--- config.mk ---
export PLATFORM = sky130hd
export DESIGN_NAME = bijective_varint_codec_core
export DESIGN_NICKNAME = d
export VERILOG_FILES = /design/src/rtl/core/bvc_pkg.sv /design/src/rtl/core/bijective_varint_codec_core.sv
export VERILOG_INCLUDE_DIRS = /design/src /design/src/rtl/core
export SDC_FILE = /design/constraint.sdc
export NUM_CORES = 1
export LEC_CHECK = 0
export ABC_AREA = 1
export BUFFER_PORTS_ARGS = -buffer_cell sky130_fd_sc_hd__buf_2
export CAP_MARGIN = 5
export CORE_MARGIN = 4
export CORE_UTILIZATION = 55
export CTS_CLUSTER_SIZE = 28
export DETAILED_ROUTE_END_ITERATION = 8
export PLACE_DENSITY = 0.77
export RECOVER_POWER = 50
export SLEW_MARGIN = 0
export SYNTH_ARGS = -nofsm -noshare
export SYNTH_HDL_FRONTEND = slang
export SYNTH_SLANG_ARGS = --single-unit
--- constraint.sdc ---
create_clock -name clk -period 11.2 [get_ports clk]
set_clock_uncertainty 0.2 [all_clocks]
set_input_delay 0.56 -clock clk [delete_from_list [all_inputs] [get_ports clk]]
set_output_delay 0.56 -clock clk [all_outputs]
set_load 0.03 [all_outputs]
--- src/rtl/core/bijective_varint_codec_core_defines.svh ---
// ---------------------------------------------------------------------------
// Assertion macros for the bijective varint codec core
// Same-cycle and next-cycle implication checks on clk, off during reset.
// ---------------------------------------------------------------------------
`ifndef BIJECTIVE_VARINT_CODEC_CORE_DEFINES_SVH
`define BIJECTIVE_VARINT_CODEC_CORE_DEFINES_SVH

// pre holds -> post holds in the same cycle
`define BVC_ASSERT_NOW(label, pre, post) \
    label: assert property (@(posedge clk) disable iff (!rst_n) (pre) |-> (post)) \
        else $error("bvc: same-cycle check failed");

// pre holds -> post holds in the next cycle
`define BVC_ASSERT_NEXT(label, pre, post) \
    label: assert property (@(posedge clk) disable iff (!rst_n) (pre) |=> (post)) \
        else $error("bvc: next-cycle check failed");

`endif

--- src/rtl/core/bvc_pkg.sv ---
// ---------------------------------------------------------------------------
// bvc_pkg
// Types, codes and lookup functions for the bijective varint codec.
// ---------------------------------------------------------------------------
package bvc_pkg;

    localparam int unsigned MAX_BYTES = 8;

    typedef logic [3:0]  len_t;
    typedef logic [63:0] word_t;

    typedef enum logic
    {
        KIND_ENCODE = 1'b0,
        KIND_DECODE = 1'b1
    } kind_t;

    localparam len_t MAX_LEN = len_t'(MAX_BYTES);

    // sum of 2^(8j-1) for j = 1 .. len-1
    function automatic word_t offset_sum(input len_t len);
        word_t s;
        begin
            case (len)
                4'd2:    s = 64'h0000_0000_0000_0080;
                4'd3:    s = 64'h0000_0000_0000_8080;
                4'd4:    s = 64'h0000_0000_0080_8080;
                4'd5:    s = 64'h0000_0000_8080_8080;
                4'd6:    s = 64'h0000_0080_8080_8080;
                4'd7:    s = 64'h0000_8080_8080_8080;
                4'd8:    s = 64'h0080_8080_8080_8080;
                default: s = '0;
            endcase
            return s;
        end
    endfunction

    function automatic word_t byte_mask(input len_t len);
        word_t m;
        begin
            case (len)
                4'd0:    m = 64'h0000_0000_0000_0000;
                4'd1:    m = 64'h0000_0000_0000_00ff;
                4'd2:    m = 64'h0000_0000_0000_ffff;
                4'd3:    m = 64'h0000_0000_00ff_ffff;
                4'd4:    m = 64'h0000_0000_ffff_ffff;
                4'd5:    m = 64'h0000_00ff_ffff_ffff;
                4'd6:    m = 64'h0000_ffff_ffff_ffff;
                4'd7:    m = 64'h00ff_ffff_ffff_ffff;
                default: m = '1;
            endcase
            return m;
        end
    endfunction

    // keep the low len bytes and sign-extend from the top kept byte
    function automatic word_t sign_ext(input len_t len, input word_t payload);
        word_t raw;
        logic  sgn;
        begin
            raw = payload & byte_mask(len);
            case (len)
                4'd1:    sgn = payload[7];
                4'd2:    sgn = payload[15];
                4'd3:    sgn = payload[23];
                4'd4:    sgn = payload[31];
                4'd5:    sgn = payload[39];
                4'd6:    sgn = payload[47];
                4'd7:    sgn = payload[55];
                default: sgn = 1'b0;
            endcase
            return sgn ? (raw | ~byte_mask(len)) : raw;
        end
    endfunction

endpackage

--- src/rtl/core/bijective_varint_codec_core.sv ---
// ---------------------------------------------------------------------------
// bijective_varint_codec_core
// Encodes a signed 64-bit integer to 0..8 bijective little-endian bytes, or
// decodes such bytes back, one word per clock when not stalled.
// ---------------------------------------------------------------------------
// Takes one input word per clock while in_stall is low and returns one result
// word per input, in order. An accepted word passes through the input
// register and then the result register, from which it is presented until
// the result handshake takes it.
// The path between the two is a bank of seven 64-bit constant compares that
// picks the encoded length, followed by one 64-bit adder shared by encode and
// decode; that adder path sets the clock. in_stall rises only when both
// registers hold words and out_stall is high.
`include "bijective_varint_codec_core_defines.svh"

module bijective_varint_codec_core
(
    input  logic                clk,
    input  logic                rst_n,
    input  logic                in_valid,
    output logic                in_stall,
    input  logic                kind,
    input  logic signed [63:0]  value_in,
    input  bvc_pkg::len_t       length_in,
    input  bvc_pkg::word_t      payload_in,
    output logic                out_valid,
    input  logic                out_stall,
    output bvc_pkg::len_t       length_out,
    output bvc_pkg::word_t      payload_out,
    output logic signed [63:0]  value_out,
    output logic                bad_length
);
    import bvc_pkg::*;

    // input stage
    logic               s1_valid_reg;
    logic               kind_reg;
    logic signed [63:0] value_reg;
    len_t               length_reg;
    word_t              payload_reg;

    // result stage
    logic               out_valid_reg;
    len_t               length_out_reg;
    word_t              payload_out_reg;
    logic signed [63:0] value_out_reg;
    logic               bad_length_reg;

    logic               s1_load;
    logic               s2_load;
    logic               s1_valid_next;
    logic               out_valid_next;

    logic               is_decode;
    logic [6:0]         enc_fits;
    len_t               enc_len;
    logic               enc_zero;
    len_t               sel_len;
    word_t              add_a;
    word_t              off_base;
    logic               flip;
    word_t              sum;

    len_t               length_out_next;
    word_t              payload_out_next;
    logic signed [63:0] value_out_next;
    logic               bad_length_next;

    assign s2_load  = s1_valid_reg && (!out_valid_reg || !out_stall);
    assign in_stall = s1_valid_reg && out_valid_reg && out_stall;
    assign s1_load  = in_valid && !in_stall;

    always_comb
    begin
        if (s1_load)
            s1_valid_next = 1'b1;
        else if (s2_load)
            s1_valid_next = 1'b0;
        else
            s1_valid_next = s1_valid_reg;

        if (s2_load)
            out_valid_next = 1'b1;
        else if (!out_stall)
            out_valid_next = 1'b0;
        else
            out_valid_next = out_valid_reg;
    end

    // length k fits when the value lies within the cumulative offset C(k+1)
    always_comb
    begin
        for (int i = 0; i < 7; i++)
        begin
            logic signed [63:0] th;
            th = $signed(offset_sum(len_t'(i + 2)));
            if (!value_reg[63])
                enc_fits[i] = (value_reg <= th);
            else
                enc_fits[i] = (value_reg >= -th);
        end
    end

    always_comb
    begin
        enc_len = MAX_LEN;
        for (int i = 6; i >= 0; i--)
        begin
            if (enc_fits[i])
                enc_len = len_t'(i + 1);
        end
    end

    // encode:  v > 0 -> v - C - 1 = v + ~C ; v < 0 -> v + C
    // decode:  raw < 0 -> raw - C = raw + ~C + 1 ; else raw + C + 1
    assign is_decode = (kind_reg == KIND_DECODE);
    assign enc_zero  = (value_reg == '0);
    assign sel_len   = is_decode ? length_reg : enc_len;
    assign add_a     = is_decode ? sign_ext(length_reg, payload_reg) : word_t'(value_reg);
    assign off_base  = offset_sum(sel_len);
    assign flip      = is_decode ? add_a[63] : !add_a[63];
    assign sum       = add_a + (flip ? ~off_base : off_base) + word_t'(is_decode);

    always_comb
    begin
        length_out_next  = '0;
        payload_out_next = '0;
        value_out_next   = '0;
        bad_length_next  = 1'b0;
        if (is_decode)
        begin
            bad_length_next = (length_reg > MAX_LEN);
            if (!bad_length_next && length_reg != '0)
                value_out_next = $signed(sum);
        end
        else if (!enc_zero)
        begin
            length_out_next  = enc_len;
            payload_out_next = sum & byte_mask(enc_len);
        end
    end

    always_ff @(posedge clk or negedge rst_n)
    begin
        if (!rst_n)
        begin
            s1_valid_reg  <= 1'b0;
            out_valid_reg <= 1'b0;
        end
        else
        begin
            s1_valid_reg  <= s1_valid_next;
            out_valid_reg <= out_valid_next;
        end
    end

    always_ff @(posedge clk)
    begin
        if (s1_load)
        begin
            kind_reg    <= kind;
            value_reg   <= value_in;
            length_reg  <= length_in;
            payload_reg <= payload_in;
        end
        if (s2_load)
        begin
            length_out_reg  <= length_out_next;
            payload_out_reg <= payload_out_next;
            value_out_reg   <= value_out_next;
            bad_length_reg  <= bad_length_next;
        end
    end

    assign out_valid   = out_valid_reg;
    assign length_out  = length_out_reg;
    assign payload_out = payload_out_reg;
    assign value_out   = value_out_reg;
    assign bad_length  = bad_length_reg;

    `BVC_ASSERT_NOW(a_bad_len_clean, out_valid && bad_length, value_out == '0 && length_out == '0)
    `BVC_ASSERT_NOW(a_len_range, out_valid_reg, length_out_reg <= MAX_LEN)
    `BVC_ASSERT_NOW(a_pay_unused_zero, out_valid, (payload_out & ~byte_mask(length_out)) == '0)
    `BVC_ASSERT_NEXT(a_accept_lands, in_valid && !in_stall, s1_valid_reg)

endmodule
==> results of run 1 <==
layer usage:
metal	part of all wire (%)	vias to the layer above
li1	-	6912
met1	42	6740
met2	46	730
met3	8.4	117
met4	3.6	0
met5	0	-
critical path: cells and delay by family (launching register included):
family | cells | cell delay [ns]
xor gates and xnor gates | 1 | 0.17
DFF | 1 | 0.32
and+or+nand+nor | 17 | 2.00
adders and majority gates | 1 | 0.36
AOI/OAI and AO/OA | 4 | 0.65
buffers and inverters | 5 | 2.45
what timing repair did:
action,CTS,global route
setup endpoints to repair,0,0
resized for setup,0,0
hold endpoints to repair,130,1
hold buffers,129,1
synth_stat cells, drive strengths merged (2+ instances only):
| library cell | number | area share [%] |
|---|---|---|
| ha | 62 | 4.9 |
| a21boi | 4 | 0.21 |
| o21ai | 117 | 3.8 |
| nor2 | 355 | 8.8 |
| o211ai | 40 | 1.9 |
| dfrtp | 2 | 0.32 |
| inv | 199 | 4.7 |
| clkbuf | 19 | 0.45 |
| buf | 4 | 0.16 |
| nor4 | 10 | 0.39 |
| nand3b | 12 | 0.57 |
| clkinv | 3 | 0.079 |
| o22ai | 7 | 0.28 |
| o21bai | 3 | 0.14 |
| o21a | 18 | 0.85 |
| a31oi | 19 | 0.75 |
| a21oi | 120 | 4.0 |
| dfxtp | 7 | 0.88 |
| nand4 | 25 | 1.0 |
| a21o | 5 | 0.24 |
| nor3 | 27 | 0.92 |
| a211oi | 3 | 0.14 |
| xor2 | 17 | 0.94 |
| nand3 | 71 | 2.6 |
| a2111oi | 2 | 0.11 |
| nand2 | 303 | 7.8 |
| edfxtp | 266 | 50 |
| xnor2 | 36 | 2.0 |
final cells by class:
class	count	area (µm²)	share of cell area [%]
Clock inverter	13	138.9	0.7083
Multi-Input combinational cell	1265	6807	34.71
Inverter	202	765.7	3.905
Tap cell	378	473.0	2.412
Antenna cell	2	5.005	0.02552
Sequential cell	275	8178	41.70
Clock buffer	38	759.5	3.873
Timing Repair Buffer	407	2482	12.66
kinds of logic after synthesis:
family | Yosys count
DFF | 275
adders and majority gates | 63
AOI/OAI and AO/OA | 343
buffers and inverters | 225
xor gates and xnor gates | 53
and+or+nand+nor | 806
final timing paths:
path | startpoint | end | cells after the start
hold reg to reg | s1_valid_reg | out_valid | 2
max in group asynchronous | rst_n | s1_valid_reg | 2
setup / recovery | is_decode | value_out[48] | 28
hold / removal | out_stall | out_valid | 3
min in group asynchronous | rst_n | out_valid | 2
setup reg to reg | is_decode | value_out[48] | 28
where the power goes:
part           switching, µW  internal [µW]
clock                    386            541
sequential              52.2           1300
combinational            860            370
stage by stage:
stage	std cells	util [%]
2_1_floorplan	1765	-
4_1_cts	2577	70.59
3_3_place_gp	2397	62.79
3_5_place_dp	2397	62.79
5_1_grt	2579	69.81
6_report	2580	69.81
==> reports/results.tsv, run 1 <==
metric	value	unit
gpl congestion	1.003	
syn_nets	1965	
hpwl dp	35210	µm
clk buf depth	3	
Final Max Slew Viols	113	
fin crit share	58.15	%
Synth cell types	57	
Pwr Total	3511	µW
largest net degree at the start of global routing	85	
Ports	272	
share of cells above drive strength 1	10.27	%
WP data required	11.27	ns
Clock Sink Count	275	
Synth Area in Compound Gates	12.72	%
Antenna Violating Nets Remaining	0	
Max Cap Violations	2	
EDFF count, synth	266	
CTS root buf	clkbuf_16	
final WL	48560	µm
worst hold path type	in -> reg	
GRT Resource Usage Total	30.22	%
Peak Freq	153.5	MHz
final hold slack	0.05961	ns
failing checks	max-capacitance violations, max-slew violations	
1st-pass router iterations	6	
CTS tree	done	
initial antenna violation count	1	
Hold Fails Final Rpt	0	
DIE HEIGHT	177.7	µm
Post-Synthesis Cells	1765	
largest family of logic cells by synthesized area	simple AND/OR/NAND/NOR gates	
Area growth syn-to-layout	23.77	%
maximum fanout along the worst path	77	
final instance area	19610	µm²
most frequent cells in the layout	342 x nor2_1, 271 x nand2_1, 266 x edfxtp_1	
XOR/XNOR Fraction of Synth Area	2.930	%
Worst path max stage delay	1.39	ns
commonest non-fill, non-tap cell in the layout	nor2_1	
DR vias	14499	
adder-cell area share of the yosys netlist	5.023	%
core area	28090	µm²
highest-delay cell along the critical path	clkbuf_1	
fin crit period	6.513	ns
post-CTS setup buffer count	0	
CP startpoint kind	flip-flop	
Synthesis Warnings	0	
sequential area share after synthesis	51.62	%
Overflow after GRT	0	
leakage	0.007759	µW
Final WS setup	4.687	ns
pre-CTS WS	5.773	ns
RSZ-0062 raised after global routing	false	
Site Rows	61	
VDD IR max	0.0001555	V
CTS H-tree depth	1	
# setup viols final	0	
crit end category	flip-flop	
met2 Track Usage GR	48.94	%
CTS Buf Count	28	
routed vias/inst	5.620	
Post-Synth Simple-Gate Area	22.27	%
number of port buffers	271	
die area	31580	µm²
most used cell, CP	nand2_1	
Initial Utilization	56.41	%
Yosys reg bits	275	
post-route setup TNS	0	ns
Clock Pin Slew Worst Setup and Hold Paths	0.06	ns
# nets final	2379	
ys flop type	edfxtp_1	
vias in the first global route	13706	
status	finished with violations	
Clk Latency, worst-skew pair	0.56	ns
wire per inst	18.82	µm
Residual DRC	0	
Data arrival, critical path	6.59	ns
Async S/R FF share, synth	0.7273	%
synthesized cell area	15840	µm²
grt met3 use	4.069	%
initial DRC count	1676	
mux cell area share after synthesis	0	%
routing usage on met1	42.32	%
first-pass GRT wire length	74490	µm
Worst slew margin	-75.89	%
Power Density	179.1	nW/µm²
worst setup path class	reg -> reg	
most crowded layer after global routing	met2	
syn avg cell area	8.976	µm²
R2R setup slack	4.69	ns
worst-margin pin slew	2.624	ns
Die Span X	177.7	µm
number of fill cells in the layout	2265	
Post-Place Cell Area	17640	µm²
Note: power is estimated with default switching activity, not from simulation.
==> run 2, diff against run 1 <==
CORE_UTILIZATION = 52   (was 55)
clock period = 5.4 ns   (was 11.2 ns; I/O delays follow)
==> reports/results.tsv, run 2 (same netlist as run 1, synthesis figures left out) <==
metric	value	unit	change
DR vias	14591		+0.63%
die area	33320	µm²	+5.5%
commonest non-fill, non-tap cell in the layout	nor2_1		
most frequent cells in the layout	336 x nor2_1, 268 x nand2_1, 266 x edfxtp_1		
highest-delay cell along the critical path	edfxtp_1		
CTS H-tree depth	1		unchanged
Hold Fails Final Rpt	0		unchanged
area of the multi-input gates	6900	µm²	+1.4%
Post-Place Cell Area	17780	µm²	+0.79%
Worst path max stage delay	0.55	ns	-0.84 ns
Data arrival, critical path	5.13	ns	-1.46 ns
wire per inst	19.22	µm	+2.1%
leakage	0.007875	µW	+1.5%
share of cells above drive strength 1	11.97	%	+1.7 points
Clock Sink Count	275		unchanged
number of port buffers	271		unchanged
largest net degree at the start of global routing	134		+58%
first-pass GRT wire length	76710	µm	+3.0%
CTS tree	done		
DIE HEIGHT	182.5	µm	+2.7%
Seq. cell area	8178	µm²	unchanged
gpl congestion	1.003		about the same
final core occ	66.61	%	-3.2 points
Residual DRC	0		unchanged
core area	29870	µm²	+6.4%
most used cell, CP	nand2_1		
Final WS setup	0.3317	ns	-4.355 ns
maximum fanout along the worst path	6		-92%
# nets final	2402		+0.97%
failing checks	max-capacitance violations, max-slew violations		
CTS Buf Count	28		unchanged
final WL	50230	µm	+3.4%
GRT Resource Usage Total	29.14	%	-1.1 points
worst hold path type	in -> reg		
post-route setup TNS	0	ns	unchanged
Die Span X	182.5	µm	+2.7%
status	finished with violations		
Crit path max-delay family	simple AND/OR/NAND/NOR gates		
initial DRC count	1483		-12%
Initial Utilization	53.03	%	-3.4 points
VDD IR max	0.0002275	V	+46%
number of fill cells in the layout	2482		+9.6%
Clk Latency, worst-skew pair	0.58	ns	+0.02 ns
WP data required	5.46	ns	-5.81 ns
Power Density	368.3	nW/µm²	+110%
Max Cap Violations	1		-1
Clock Pin Slew Worst Setup and Hold Paths	0.07	ns	about the same
Ports	272		unchanged
fin crit period	5.068	ns	-1.445 ns
routed vias/inst	5.582		-0.67%
CP startpoint kind	flip-flop		
1st-pass router iterations	6		unchanged
CTS root buf	clkbuf_16		
crit path buf inv count	2		-3
Area growth syn-to-layout	25.61	%	
Peak Freq	197.3	MHz	+29%
Worst slew margin	-116.9	%	-41 points
vias in the first global route	14142		+3.2%
pre-CTS WS	0.2203	ns	-5.553 ns
Antenna Violating Nets Remaining	0		unchanged
Pwr Total	7330	µW	+110%
Overflow after GRT	0		unchanged
fin crit share	93.86	%	+36 points
Site Rows	63		+3.3%
RSZ-0062 raised after global routing	false		
# setup viols final	0		unchanged
worst setup path class	reg -> reg		
crit end category	flip-flop		
Final Max Slew Viols	134		+19%
worst-margin pin slew	3.253	ns	+0.6294 ns
initial antenna violation count	2		+1
final instance area	19900	µm²	+1.5%
clk buf depth	3		unchanged
hpwl dp	36300	µm	+3.1%
## run 2: final timing paths
path	startpoint	end	slack (ns)	cells past startpoint
worst max-delay path	value_reg[63]	value_out[46]	0.33	35
worst max register to register	value_reg[63]	value_out[46]	0.33	35
worst min-delay path	value_in[12]	value_reg[12]	0.20	2
max in group asynchronous	rst_n	out_valid	4.51	3
worst min register to register	s1_valid_reg	out_valid	0.30	2
min in group asynchronous	rst_n	s1_valid_reg	0.36	3
## run 2: cell type report
class | instances | share of cell area [%]
clock buffers | 32 | 3.596
repair buffers | 430 | 13.44
clock inverters | 18 | 0.8677
flip-flops and latches | 275 | 41.09
multi-input cells | 1265 | 34.67
well taps | 390 | 2.452
inverters | 202 | 3.854
diodes | 2 | 0.02515
## run 2: layer usage
layer	track usage (%)	share of wire, %	vias to the layer above
li1	-	-	6945
met1	40.12	42	6786
met2	48.42	46	737
met3	3.887	8.6	123
met4	8.796	3.7	0
met5	0	0	-
## run 2: where the power goes
part / switching [µW] / internal [µW] / total, µW
registers: 110 / 2710 / 2820
logic: 1820 / 801 / 2620
clock network: 842 / 1050 / 1900
total: 2770 / 4560 / 7330
## run 2: through the flow
| step | instances | hold WS [ns] |
|---|---|---|
| detailed placement | 2424 | -0.1437 |
| global placement | 2424 | -0.1454 |
| CTS | 2611 | 0.1781 |
| global route | 2614 | 0.1909 |
| floorplan | 1765 | -0.2256 |
| finish | 2614 | 0.1972 |
## run 2: repair_timing
action	in CTS	in global routing
hold endpoints to repair	144	0
hold buffers	137	0
gates resized for setup	0	22
setup endpoints to repair	0	39
setup buffers	0	1
==> run 3, diff against run 2 <==
PLACE_DENSITY = 0.81   (was 0.77)
==> reports/results.tsv, run 3 (same netlist as run 1, synthesis figures left out) <==
metric	value	unit	change
# setup viols final	0		unchanged
hpwl dp	36470	µm	+0.48%
Data arrival, critical path	5.13	ns	about the same
Site Rows	63		unchanged
HP Start	payload_in[12]		
die area	33320	µm²	unchanged
initial DRC count	1311		-12%
Area growth syn-to-layout	26.50	%	
failing checks	max-capacitance violations, max-slew violations		
# nets final	2408		+0.25%
share of cells above drive strength 1	12.29	%	+0.32 points
placed cells	2424		unchanged
routed vias/inst	5.611		+0.52%
Final WS setup	0.3414	ns	+0.009657 ns
Final Max Slew Viols	98		-27%
R2R Path End	value_out[53]		
worst r2r path cells	33		-5.7%
Power Density	373.5	nW/µm²	+1.4%
DR vias	14712		+0.83%
number of port buffers	271		unchanged
CP startpoint kind	flip-flop		
fin crit period	5.059	ns	-0.009657 ns
final core occ	67.09	%	+0.47 points
CTS root buf	clkbuf_16		
pre-CTS WS	0.1378	ns	-0.08249 ns
R2R setup slack	0.34	ns	about the same
largest net degree at the start of global routing	106		-21%
maximum fanout along the worst path	6		unchanged
worst setup path class	reg -> reg		
post-route setup TNS	0	ns	unchanged
wire per inst	19.59	µm	+1.9%
DIE HEIGHT	182.5	µm	unchanged
worst-margin pin slew	3.543	ns	+0.2900 ns
highest-delay cell along the critical path	edfxtp_1		
Residual DRC	0		unchanged
status	finished with violations		
worst hold path type	in -> reg		
1st-pass router iterations	5		-1
Worst Hold Depth	2		unchanged
commonest non-fill, non-tap cell in the layout	nor2_1		
Initial Utilization	53.03	%	unchanged
Worst slew margin	-136.2	%	-19 points
Clock Pin Slew Worst Setup and Hold Paths	0.07	ns	about the same
vias in the first global route	14475		+2.4%
Clock Sink Count	275		unchanged
clk buf depth	3		unchanged
GRT Resource Usage Total	29.79	%	+0.65 points
gpl congestion	0.9910		-1.2%
Die Span X	182.5	µm	unchanged
WP data required	5.47	ns	about the same
CTS Buf Count	28		unchanged
final WL	51360	µm	+2.2%
leakage	0.007974	µW	+1.3%
most used cell, CP	nand2_1		
CTS H-tree depth	1		unchanged
Overflow after GRT	0		unchanged
final hold slack	0.2177	ns	+0.02045 ns
Max Cap Violations	2		+1
RR Startpoint	value_reg[12]		
core area	29870	µm²	unchanged
fin crit share	93.68	%	-0.18 points
Hold Fails Final Rpt	0		unchanged
Clk Latency, worst-skew pair	0.57	ns	about the same
final cell count without fillers	2622		+0.31%
Worst Hold Path EP	payload_reg[12]		
initial antenna violation count	3		+1
CTS tree	done		
Antenna Violating Nets Remaining	0		unchanged
most frequent cells in the layout	335 x nor2_1, 268 x nand2_1, 266 x edfxtp_1		
first-pass GRT wire length	78580	µm	+2.4%
crit end category	flip-flop		
Peak Freq	197.7	MHz	+0.19%
Ports	272		unchanged
VDD IR max	0.0002763	V	+21%
Worst path max stage delay	0.43	ns	-0.12 ns
==> run 3: cell count changes in the layout (fill, tap and decap cells not counted), moves of 2 or more <==
cell,delta
inv_6,-2
clkinv_1,+3
buf_2,+2
buf_12,+2
o21ai_2,-2
clkbuf_1,-7
nor2_2,+2
bufinv_16,+3
clkinv_2,-2
nor3_4,+2
buf_4,+5
o21ai_1,+2
==> run 3: power by group <==
group,internal (µW),switching [µW],leakage (µW)
Clock,1190,848,0.000466
Combinational,813,1830,0.00483
Sequential,2700,110,0.00267
Total,4700,2780,0.00797
==> run 3: worst max path at each step <==
stage | startpoint | to | cells past startpoint | slack [ns]
after floorplan | out_valid | bad_length | 1 | 0.30
after global placement | value_reg[63] | value_out[48] | 37 | 0.18
after detailed placement | value_reg[63] | value_out[48] | 34 | 0.14
after CTS | value_reg[63] | value_out[48] | 34 | 0.10
after global routing | value_reg[63] | value_out[48] | 34 | -0.07
final | value_reg[12] | value_out[53] | 33 | 0.34
==> run 3: final cells by class <==
type	instances	area, µm²
well taps	390	488.0
diodes	3	7.507
multi-input cells	1265	6894
repair buffers	436	2751
fillers	2377	9833
flip-flops and latches	275	8178
clock inverters	22	252.7
inverters	202	765.7
clock buffers	29	704.4
==> run 3: critical path, delay by kind of cell, from the launching register on <==
family / cells / cell delay, ns
adders and majority gates: 1 / 0.39
buffers and inverters: 4 / 0.42
DFF: 1 / 0.43
and+or+nand+nor: 26 / 2.85
AOI/OAI and AO/OA: 1 / 0.15
xor gates and xnor gates: 1 / 0.31
==> run 3: what timing repair did <==
item	4_1_cts	5_1_grt
buffers inserted	0	7
resized for setup	0	23
hold buffers	137	0
endpoints found under the hold margin	144	0
setup endpoints to repair	0	41
==> run 3: metal layers <==
layer	global-route usage, %	vias up	wire length (µm)
li1	-	6971	-
met1	40.33	6809	20910
met2	49.10	785	23990
met3	4.584	147	4427
met4	10.51	0	2037
met5	0	-	0
==> run 3: metrics by stage <==
| stage | total power, µW | cell area (µm²) |
|---|---|---|
| after floorplan | 4608 | 15850 |
| after global placement | 5305 | 17790 |
| after detailed placement | 5358 | 17790 |
| after CTS | 7434 | 20120 |
| after global routing | 7857 | 20040 |
| final | 7485 | 20040 |
